File: config.mk
export PLATFORM = sky130hd
export DESIGN_NAME = echo_motion_detector_top
export DESIGN_NICKNAME = d
export VERILOG_FILES = /design/src/rtl/emd_pkg.sv /design/src/rtl/echo_motion_detector_top.sv
export SDC_FILE = /design/constraint.sdc
export NUM_CORES = 2
export LEC_CHECK = 0
export ABC_AREA = 1
export ABC_CLOCK_PERIOD_IN_PS = 10600
export BUFFER_PORTS_ARGS = -buffer_cell sky130_fd_sc_hd__buf_2
export CORE_MARGIN = 1.5
export CORE_UTILIZATION = 65
export DETAILED_ROUTE_END_ITERATION = 16
export HOLD_SLACK_MARGIN = 0.08
export PLACE_DENSITY_LB_ADDON = 0.05
export SLEW_MARGIN = 30
export SYNTH_ARGS = -nofsm -noshare
export SYNTH_HDL_FRONTEND = slang
export SYNTH_SLANG_ARGS = --single-unit
File: constraint.sdc
create_clock -name i_clk -period 10.6 [get_ports i_clk]
set_input_delay 2.12 -clock i_clk [delete_from_list [all_inputs] [get_ports i_clk]]
set_output_delay 2.12 -clock i_clk [all_outputs]
set_load 0.005 [all_outputs]
File: src/rtl/emd_pkg.sv
`timescale 1ns / 1ps
`default_nettype none

package emd_pkg;

    localparam int DIST_W      = 18;
    localparam int DIST_MAX    = 131712;
    localparam int ECHO_W      = 16;
    localparam int ECHO_EFF_W  = 15;
    localparam int TIME_W      = 32;
    localparam int QUIET_W     = 16;
    localparam int ECHO_MAX_US = 30000;

    // distance = (echo * 287729 + 2^15) >> 16, i.e. echo * 0.01715 * 256 rounded
    localparam int DIST_MULT   = 287729;
    localparam int DIST_SHIFT  = 16;
    localparam int DIST_ROUND  = 32768;
    localparam int DIST_PROD_W = 35;

    // (4*baseline + distance + 2) / 5 by reciprocal: exact for x < 2^20
    localparam int EMA_W       = 20;
    localparam int DIV5_SH     = 23;
    localparam int DIV5_MUL_W  = 21;
    localparam int DIV5_MUL    = 1677722;

    localparam int CFG_IDX_W   = 2;
    localparam int CFG_DATA_W  = 18;

    localparam logic [DIST_W-1:0]  SENS_RESET  = 18'd2560;
    localparam logic [QUIET_W-1:0] QUIET_RESET = 16'd1000;

    typedef enum logic [CFG_IDX_W-1:0] {
        CFG_ENABLE = 2'd0,
        CFG_SENS   = 2'd1,
        CFG_QUIET  = 2'd2
    } t_cfg_index;

    localparam logic KIND_MEAS = 1'b0;
    localparam logic KIND_READ = 1'b1;

endpackage

`default_nettype wire

File: src/rtl/echo_motion_detector_top.sv
// Channel  Handshake                  Payload
// input    i_valid / o_ready          i_kind, i_echo_us, i_now_ms
// result   o_valid / i_ready          o_distance_q8, o_out_of_range, o_baseline_ready,
//                                     o_baseline_q8, o_motion_flag, o_motion_event
// config   i_cfg_valid / o_cfg_ready  i_cfg_index, i_cfg_data
//
// One word per cycle sustained while i_ready is high; each word passes through the stage-one
// registers and then the result register. Stage one holds the distance multiplier, stage two
// the baseline update and its reciprocal dividers; the state loop closes within stage two.
// Reset (i_rst_n low, synchronous) clears state and loads register defaults.
// With i_ready low the result holds and one more word waits in stage one.
// o_cfg_ready is always high.
`timescale 1ns / 1ps
`default_nettype none

module echo_motion_detector_top #(
    parameter int INIT_SAMPLES = 5
) (
    input  logic                              i_clk,
    input  logic                              i_rst_n,
    input  logic                              i_valid,
    output logic                              o_ready,
    input  logic                              i_kind,
    input  logic [emd_pkg::ECHO_W-1:0]        i_echo_us,
    input  logic [emd_pkg::TIME_W-1:0]        i_now_ms,
    output logic                              o_valid,
    input  logic                              i_ready,
    output logic [emd_pkg::DIST_W-1:0]        o_distance_q8,
    output logic                              o_out_of_range,
    output logic                              o_baseline_ready,
    output logic [emd_pkg::DIST_W-1:0]        o_baseline_q8,
    output logic                              o_motion_flag,
    output logic                              o_motion_event,
    input  logic                              i_cfg_valid,
    output logic                              o_cfg_ready,
    input  logic [emd_pkg::CFG_IDX_W-1:0]     i_cfg_index,
    input  logic [emd_pkg::CFG_DATA_W-1:0]    i_cfg_data
);
    import emd_pkg::*;

    localparam int CNT_W      = $clog2(INIT_SAMPLES + 1);
    localparam int SUM_W      = $clog2(INIT_SAMPLES * DIST_MAX + INIT_SAMPLES / 2 + 1);
    localparam int DIVN_SH    = SUM_W + $clog2(INIT_SAMPLES);
    localparam int DIVN_MUL_W = SUM_W + 2;
    localparam int DIVN_PW    = SUM_W + DIVN_MUL_W;
    localparam logic [63:0] DIVN_MUL64 =
        ((64'd1 << DIVN_SH) + 64'(INIT_SAMPLES) - 64'd1) / 64'(INIT_SAMPLES);
    localparam logic [DIVN_MUL_W-1:0] DIVN_MUL = DIVN_MUL_W'(DIVN_MUL64);
    localparam logic [CNT_W-1:0]      CNT_FULL = CNT_W'(INIT_SAMPLES);
    localparam logic [SUM_W-1:0]      SUM_HALF = SUM_W'(INIT_SAMPLES / 2);
    localparam int DIV5_PW = EMA_W + DIV5_MUL_W;

    // configuration
    logic                r_enable;
    logic [DIST_W-1:0]   r_sens;
    logic [QUIET_W-1:0]  r_quiet;

    // detector state
    logic [DIST_W-1:0]   r_baseline, n_baseline;
    logic [SUM_W-1:0]    r_sum, n_sum;
    logic [CNT_W-1:0]    r_cnt, n_cnt;
    logic                r_latched, n_latched;
    logic [TIME_W-1:0]   r_last, n_last;

    // stage one
    logic                r_s1_valid;
    logic                r_s1_kind;
    logic [DIST_W-1:0]   r_s1_dist;
    logic                r_s1_oor;
    logic [TIME_W-1:0]   r_s1_now;

    // result register
    logic                r_o_valid;
    logic [DIST_W-1:0]   r_o_dist;
    logic                r_o_oor;
    logic                r_o_ready;
    logic [DIST_W-1:0]   r_o_base;
    logic                r_o_flag;
    logic                r_o_event;

    logic                advance;
    logic                in_acc;
    logic                echo_ok;
    logic                s1_meas;
    logic [ECHO_EFF_W-1:0]  echo_eff;
    logic [DIST_PROD_W-1:0] dist_prod;

    logic [SUM_W-1:0]    sum_add;
    logic [SUM_W-1:0]    sum_rnd;
    logic [DIVN_PW-1:0]  divn_prod;
    logic [DIST_W-1:0]   divn_q;
    logic [EMA_W-1:0]    ema_sum;
    logic [DIV5_PW-1:0]  ema_prod;
    logic [DIST_W-1:0]   ema_q;
    logic [DIST_W-1:0]   delta;
    logic [TIME_W-1:0]   elapsed;
    logic                quiet_done;
    logic [CNT_W-1:0]    cnt_inc;
    logic                flag_out;
    logic                event_out;

    assign advance     = r_s1_valid && (!r_o_valid || i_ready);
    assign o_ready     = !r_s1_valid || advance;
    assign in_acc      = i_valid && o_ready;
    assign o_cfg_ready = 1'b1;

    // stage one: distance
    assign s1_meas   = (i_kind == KIND_MEAS);
    assign echo_ok   = (i_echo_us != '0) && (i_echo_us <= ECHO_W'(ECHO_MAX_US));
    assign echo_eff  = (s1_meas && echo_ok) ? i_echo_us[ECHO_EFF_W-1:0] : '0;
    assign dist_prod = DIST_PROD_W'(echo_eff) * DIST_PROD_W'(DIST_MULT)
                     + DIST_PROD_W'(DIST_ROUND);

    // stage two: baseline update
    assign sum_add    = r_sum + SUM_W'(r_s1_dist);
    assign sum_rnd    = sum_add + SUM_HALF;
    assign divn_prod  = DIVN_PW'(sum_rnd) * DIVN_PW'(DIVN_MUL);
    assign divn_q     = divn_prod[DIVN_SH +: DIST_W];
    assign ema_sum    = {r_baseline, 2'b00} + EMA_W'(r_s1_dist) + EMA_W'(2);
    assign ema_prod   = DIV5_PW'(ema_sum) * DIV5_PW'(DIV5_MUL);
    assign ema_q      = ema_prod[DIV5_SH +: DIST_W];
    assign delta      = (r_s1_dist >= r_baseline) ? r_s1_dist - r_baseline
                                                  : r_baseline - r_s1_dist;
    assign elapsed    = r_s1_now - r_last;
    assign quiet_done = elapsed >= TIME_W'(r_quiet);
    assign cnt_inc    = r_cnt + CNT_W'(1);

    always_comb begin
        n_baseline = r_baseline;
        n_sum      = r_sum;
        n_cnt      = r_cnt;
        n_latched  = r_latched;
        n_last     = r_last;
        event_out  = 1'b0;
        if (r_s1_kind == KIND_READ) begin
            flag_out  = r_latched;
            n_latched = 1'b0;
        end else begin
            if (r_enable) begin
                if (r_cnt < CNT_FULL) begin
                    n_sum = sum_add;
                    n_cnt = cnt_inc;
                    if (cnt_inc >= CNT_FULL) begin
                        n_baseline = divn_q;
                        n_last     = r_s1_now;
                        n_latched  = 1'b0;
                    end
                end else if (!r_s1_oor) begin
                    if (delta >= r_sens) begin
                        event_out = !r_latched;
                        n_latched = 1'b1;
                        n_last    = r_s1_now;
                    end else begin
                        n_latched = 1'b0;
                        if (quiet_done) begin
                            n_baseline = ema_q;
                            n_last     = r_s1_now;
                        end
                    end
                end
            end
            flag_out = n_latched;
        end
    end

    always_ff @(posedge i_clk) begin
        if (!i_rst_n) begin
            r_enable   <= 1'b0;
            r_sens     <= SENS_RESET;
            r_quiet    <= QUIET_RESET;
            r_baseline <= '0;
            r_sum      <= '0;
            r_cnt      <= '0;
            r_latched  <= 1'b0;
            r_last     <= '0;
            r_s1_valid <= 1'b0;
            r_o_valid  <= 1'b0;
        end else begin
            if (o_ready) begin
                r_s1_valid <= i_valid;
            end
            if (!r_o_valid || i_ready) begin
                r_o_valid <= r_s1_valid;
            end
            if (advance) begin
                r_baseline <= n_baseline;
                r_sum      <= n_sum;
                r_cnt      <= n_cnt;
                r_latched  <= n_latched;
                r_last     <= n_last;
            end
            if (i_cfg_valid) begin
                case (t_cfg_index'(i_cfg_index))
                    CFG_ENABLE: begin
                        r_enable <= i_cfg_data[0];
                        if (i_cfg_data[0] && !r_enable) begin
                            r_baseline <= '0;
                            r_sum      <= '0;
                            r_cnt      <= '0;
                            r_latched  <= 1'b0;
                        end
                    end
                    CFG_SENS: begin
                        r_sens <= i_cfg_data[DIST_W-1:0];
                    end
                    CFG_QUIET: begin
                        r_quiet <= i_cfg_data[QUIET_W-1:0];
                    end
                    default: begin
                    end
                endcase
            end
        end
    end

    always_ff @(posedge i_clk) begin
        if (in_acc) begin
            r_s1_kind <= i_kind;
            r_s1_dist <= dist_prod[DIST_SHIFT +: DIST_W];
            r_s1_oor  <= s1_meas && !echo_ok;
            r_s1_now  <= i_now_ms;
        end
        if (advance) begin
            r_o_dist  <= r_s1_dist;
            r_o_oor   <= r_s1_oor;
            r_o_ready <= n_cnt >= CNT_FULL;
            r_o_base  <= n_baseline;
            r_o_flag  <= flag_out;
            r_o_event <= event_out;
        end
    end

    assign o_valid          = r_o_valid;
    assign o_distance_q8    = r_o_dist;
    assign o_out_of_range   = r_o_oor;
    assign o_baseline_ready = r_o_ready;
    assign o_baseline_q8    = r_o_base;
    assign o_motion_flag    = r_o_flag;
    assign o_motion_event   = r_o_event;

endmodule

`default_nettype wire

## Word-level counts from Yosys, hierarchy flattened

Cells that the tools add are included.
W data, S select, Z words.

- Register bits after elaboration: 203
- Input bits: 74
- Output and inout port bits: 43

- Bitwise operators: 4
- $lt $le $gt $ge: 7
- Muxes and demuxes: 43
- Multiply operators: 3
- Equality and inequality tests: 4
- Reduce and logical (&&, ||, !) cells: 21
- Add/subtract/negate cells: 9

Operator list:

| cell | number |
|---|---|
| $mux W18 | 12 |
| $mux W32 | 5 |
| $mux W20 | 7 |
| $mul A20 B20 Y40 const B | 2 |
| $add A20 B18 Y20 | 2 |
| $add A20 B2 Y20 const B | 2 |
| $ge A18 B18 Y1 | 2 |
| $sub A18 B18 Y18 | 2 |
| $add A34 B16 Y34 const B | 1 |
| $mul A15 B19 Y34 const B | 1 |
| $ge A32 B16 Y1 | 1 |
| $sub A32 B32 Y32 | 1 |
| $mux W3 | 7 |
| $le A16 B15 Y1 const B | 1 |
| $reduce_bool A16 Y1 | 1 |
| $mux W15 | 1 |
| $mux W1 | 11 |
| $ge A3 B3 Y1 const B | 2 |
| $logic_and A1 B1 Y1 | 6 |
| $reduce_and A2 Y1 | 3 |
| $reduce_and A6 Y1 | 1 |
| $logic_not A1 Y1 | 5 |
| $reduce_or A5 Y1 | 1 |
| $ne A2 B1 Y1 const B | 2 |
| 8 further kinds | 12 |

## Depth between registers and ports, before layout

- Depth in word-level cells: 13
- Depth in mapped cells: 46

## Worst setup path after synthesis

OpenSTA, ideal clock, no wires.

- Kind: input to register
- Start: input port i_echo_us[0] in the netlist's numbering
- End: register r_s1_dist[12], data pin
- Path buffers: 1
- Path slack: 2.168 ns
- Arrival: 8.167 ns
- Stages on the path: 29
- Setup time: 0.265 ns
- Path through: nor4_1 nor3_1 o31ai_1 nand2_1 a21oi_1 nand2_1 nor2_1 inv_1 clkbuf_1 nor2_1 fa_1 inv_1 fa_1 inv_1 fa_1 inv_1 fa_1 inv_1 fa_1 fa_1 ha_1 a21oi_1 o21ai_0 a21oi_1 o21ai_0 a21o_1 a21boi_0 o21ai_0 xor2_1

- Word-level cells in the longest chain between the ends: 6

RTL lines:

| item | line | RTL |
|---|---|---|
| start: declaration | echo_motion_detector_top.sv:24 | `input logic [emd_pkg::ECHO_W-1:0] i_echo_us,` |
| $le A16 B15 Y1 / $reduce_bool A16 Y1 (equally long branches) | echo_motion_detector_top.sv:109 | `assign echo_ok = (i_echo_us != '0) && (i_echo_us <= ECHO_W'(ECHO_MAX_US));` |
| $logic_and A1 B1 Y1 | echo_motion_detector_top.sv:109 |  |
| $logic_and A1 B1 Y1 | echo_motion_detector_top.sv:110 | `assign echo_eff = (s1_meas && echo_ok) ? i_echo_us[ECHO_EFF_W-1:0] : '0;` |
| $mux W15 (*) | echo_motion_detector_top.sv:110 |  |
| $mul A15 B19 Y34 (*) | echo_motion_detector_top.sv:111 | `assign dist_prod = DIST_PROD_W'(echo_eff) * DIST_PROD_W'(DIST_MULT)` |
| $add A34 B16 Y34 (*) | echo_motion_detector_top.sv:112 | `+ DIST_PROD_W'(DIST_ROUND);` |
| via dist_prod[28] | echo_motion_detector_top.sv:86 | `logic [DIST_PROD_W-1:0] dist_prod;` |
| end signal: assignment | echo_motion_detector_top.sv:219 | `r_s1_dist <= dist_prod[DIST_SHIFT +: DIST_W];` |
| end: declaration | echo_motion_detector_top.sv:68 | `logic [DIST_W-1:0] r_s1_dist;` |

Mark *: on every way through the listed nets, which the timed path passes. The rest lies on a longest branch.
A chain may end at the register's enable or synchronous reset.

## Final worst setup path

- Start: register r_s1_dist[0]
- End: register r_o_base[3] (netlist: o_baseline_q8[3]), data pin

- Word-level cells in the longest chain between the ends: 9

RTL lines:

| item | line | RTL |
|---|---|---|
| $add A20 B18 Y20 | echo_motion_detector_top.sv:119 | `assign ema_sum = {r_baseline, 2'b00} + EMA_W'(r_s1_dist) + EMA_W'(2);` |
| $add A20 B2 Y20 | echo_motion_detector_top.sv:119 |  |
| $mul A20 B20 Y40 | echo_motion_detector_top.sv:120 | `assign ema_prod = DIV5_PW'(ema_sum) * DIV5_PW'(DIV5_MUL);` |
| $mux W18 | echo_motion_detector_top.sv:155 | `if (quiet_done) begin` |
| $mux W18 | echo_motion_detector_top.sv:149 | `if (delta >= r_sens) begin` |
| $mux W18 | echo_motion_detector_top.sv:148 | `end else if (!r_s1_oor) begin` |
| $mux W18 (*) | echo_motion_detector_top.sv:140 | `if (r_cnt < CNT_FULL) begin` |
| $mux W18 (*) | echo_motion_detector_top.sv:139 | `if (r_enable) begin` |
| $mux W18 (*) | echo_motion_detector_top.sv:135 | `if (r_s1_kind == KIND_READ) begin` |
| via n_baseline[3] | echo_motion_detector_top.sv:59 | `logic [DIST_W-1:0] r_baseline, n_baseline;` |
| end signal: assignment | echo_motion_detector_top.sv:227 | `r_o_base <= n_baseline;` |
| end: declaration | echo_motion_detector_top.sv:77 | `logic [DIST_W-1:0] r_o_base;` |

Marks and branches as above.

==> qor.txt <==
Status: completed
Die width: 237 um
Distinct cells, synth: 56
CTS-repair resized insts: 0
Endpoints failing hold: 0
Fin Hold WS: 467 ps
RePlAce Congestion: 1.03
Critical path endpoint category: flop
Min cycle time layout: 9650 ps
# rows: 85
Startpoint Class: flop
Initial Utilization: 65.9%
Arr. time, crit path: 10030 ps
Synth warn: 0
Endpoints failing setup: 0
Num ports: 117
Area Overhead vs Synth: 6.07%
Die area: 56100 um^2
DRT Pass-1 Iters: 6
Number of flops mapped to enable cells by yosys: 92
Layout cell share with drive strength beyond 1: 4.63%
Post-synthesis net count: 5686
CTS Root Buffer Type: clkbuf_16
Required time worst endpoint: 10980 ps
Mean post-synth cell area: 7.73 um^2
Setup total negative slack: 0 ps
CP max stage cell: o21ai_0
Drt wl/cell: 19.6 um
Synth top area cells: ha_1 23%, fa_1 20%, inv_1 12%
DRC: 0
Vias in the first global route: 29800
Yosys top cell by area: ha_1
Post-synthesis sequential area ratio: 14.0%
Post-synth top area share: 23.0%
Reg2reg start: r_s1_dist[0]$_DFFE_PP_
Synthesized flop and latch total: 203
Async set or reset register ratio after synthesis: 0%
CTS sink count: 203
Clock Pin Slew Worst Setup and Hold Paths: 60 ps
Vias: 30900
Slew @ Worst Pin: 1100 ps
Clock tree from TritonCTS: built
RSZ-0062 raised after global routing: no
Worst-Skew Late Latency: 550 ps
Post-DP HPWL: 91.1 mm
Setup bufs post-CTS: 0
Total of max-cap violations: 0
PortBufs: 115
Die Height: 237 um
Max-slew headroom: 26.6%
Main flop type after synthesis: dfxtp_1
Worst hold path type: reg -> reg
Top Family by Delay on Critical Path: adder cells
Initial drt markers: 2670
Final nets: 5794
Synthesized cell area: 35600 um^2
Initial antenna violation count: 5
Core area: 53900 um^2
Grt total ovfl: 0
Vias per cell: 5.69
Total CTS buffers: 24
Worst-path maximum fanout: 10
Final wirelength: 106 mm
Syn Inst Count: 4601
Buf+Inv Stages, Crit Path: 6
Final Max Tran Viols: 0
CTS max path bufs: 3
CP max stage delay: 690 ps
Worst setup path class: reg -> reg
Beginning of the worst hold path: r_quiet[13]$_SDFFE_PN0P_
Post-route ant nets: 0
Critical path startpoint: r_s1_dist[0]$_DFFE_PP_
Max Freq: 104 MHz
Hold buffers post-CTS: 0
H-tree levels: 1
GRT Util Overall: 37.9%
Fin crit share: 91.0%
Global-route wire length before repair: 165 mm
Worst Skew: 22.0 ps
Largest net degree at the start of global routing: 69
-- through the flow --
stage | cell area (um^2) | setup WS [ps] | utilization [%] | std cells
3_3_place_gp | 36900 | 1050 | 68.5 | 5379
2_1_floorplan | 35600 | 2170 | - | 4601
6_report | 37700 | 954 | 70.0 | 5424
4_1_cts | 37700 | 1130 | 69.9 | 5423
5_1_grt | 37700 | 554 | 69.9 | 5423
3_5_place_dp | 36900 | 994 | 68.5 | 5379
-- cell usage in the layout (no fill, tap or decap), drive strengths merged, types with 2 or more instances in the layout --
cell / count
ha: 653
a21oi: 339
a31o: 2
o21ai: 172
o21a: 8
and3: 3
dfxtp: 111
nand3: 207
mux2i: 6
nor4: 14
inv: 1116
o2111ai: 4
nor3b: 2
nand4: 37
xnor2: 33
buf: 138
a221oi: 2
xor2: 89
o221ai: 5
a21boi: 8
and2: 2
o31ai: 6
edfxtp: 92
clkbuf: 30
nand3b: 14
o211ai: 28
nor3: 36
a22oi: 17
a31oi: 22
o21bai: 19
fa: 358
a21o: 22
a211oi: 5
nand2: 793
or2: 8
clkinv: 10
nor2: 309
-- final cells by class --
type | count | area, um^2
fillers | 4536 | 16200
repair buffers | 138 | 748
clock buffers | 30 | 654
well taps | 696 | 871
diodes | 1 | 2.50
multi-input cells | 3228 | 26200
flip-flops and latches | 203 | 4980
inverters | 1114 | 4180
clock inverters | 14 | 113
-- kinds of logic (layout without fill, tap and decap cells) --
kind of cell	Yosys count	after routing	share of synthesized area [%]
xor gates and xnor gates	122	122	3.00
DFF	203	203	14.0
buffers and inverters	1170	1296	12.5
and+or+nand+nor	1426	1426	16.8
muxes	6	6	0.169
adders and majority gates	1011	1011	43.1
other	1	2	0.0105
AOI/OAI and AO/OA	662	662	10.4
-- sequential cells by signal, summed over array words and instances, names as in the netlist --
name / flops
r_latched: 1
r_baseline: 18
o_baseline_ready: 1
o_motion_event: 1
r_s1_oor: 1
o_valid: 1
r_cnt: 3
r_s1_kind: 1
r_sum: 20
r_s1_now: 32
r_enable: 1
o_motion_flag: 1
r_sens: 18
r_quiet: 16
o_baseline_q8: 18
o_distance_q8: 18
r_s1_valid: 1
o_out_of_range: 1
r_last: 32
r_s1_dist: 18
-- per-layer routing --
layer / up-vias / GRT usage (%) / part of all wire, %
li1: 14800 / - / -
met1: 14500 / 53.7 / 43
met2: 1323 / 58.9 / 43
met3: 215 / 7.50 / 9.9
met4: 6 / 11.1 / 3.2
met5: - / 0 / 0.039
-- path summary, 6_finish.rpt --
check	end	slack (ps)	cells past startpoint
worst max-delay path	o_baseline_q8[3]$_DFFE_PP_	950	31
worst min-delay path	r_quiet[13]$_SDFFE_PN0P_	470	2
worst max register to register	o_baseline_q8[3]$_DFFE_PP_	950	31
worst min register to register	r_quiet[13]$_SDFFE_PN0P_	470	2
-- synth_stat cells (all sizes together) (28+ instances only) --
| cell | count |
|---|---|
| inv | 1112 |
| nand2 | 793 |
| ha | 653 |
| fa | 358 |
| a21oi | 339 |
| nor2 | 309 |
| nand3 | 207 |
| o21ai | 172 |
| dfxtp | 111 |
| edfxtp | 92 |
| xor2 | 89 |
| clkbuf | 38 |
| nand4 | 37 |
| nor3 | 36 |
| xnor2 | 33 |
| o211ai | 28 |
-- worst min-delay path: stages, from the launching register on --
cell and delay (ps):
dfxtp_1 300, inv_1 60, a21oi_1 60
Power is not shown: default switching activity piles up to over one toggle a cycle in this logic, so the estimate is an artifact.
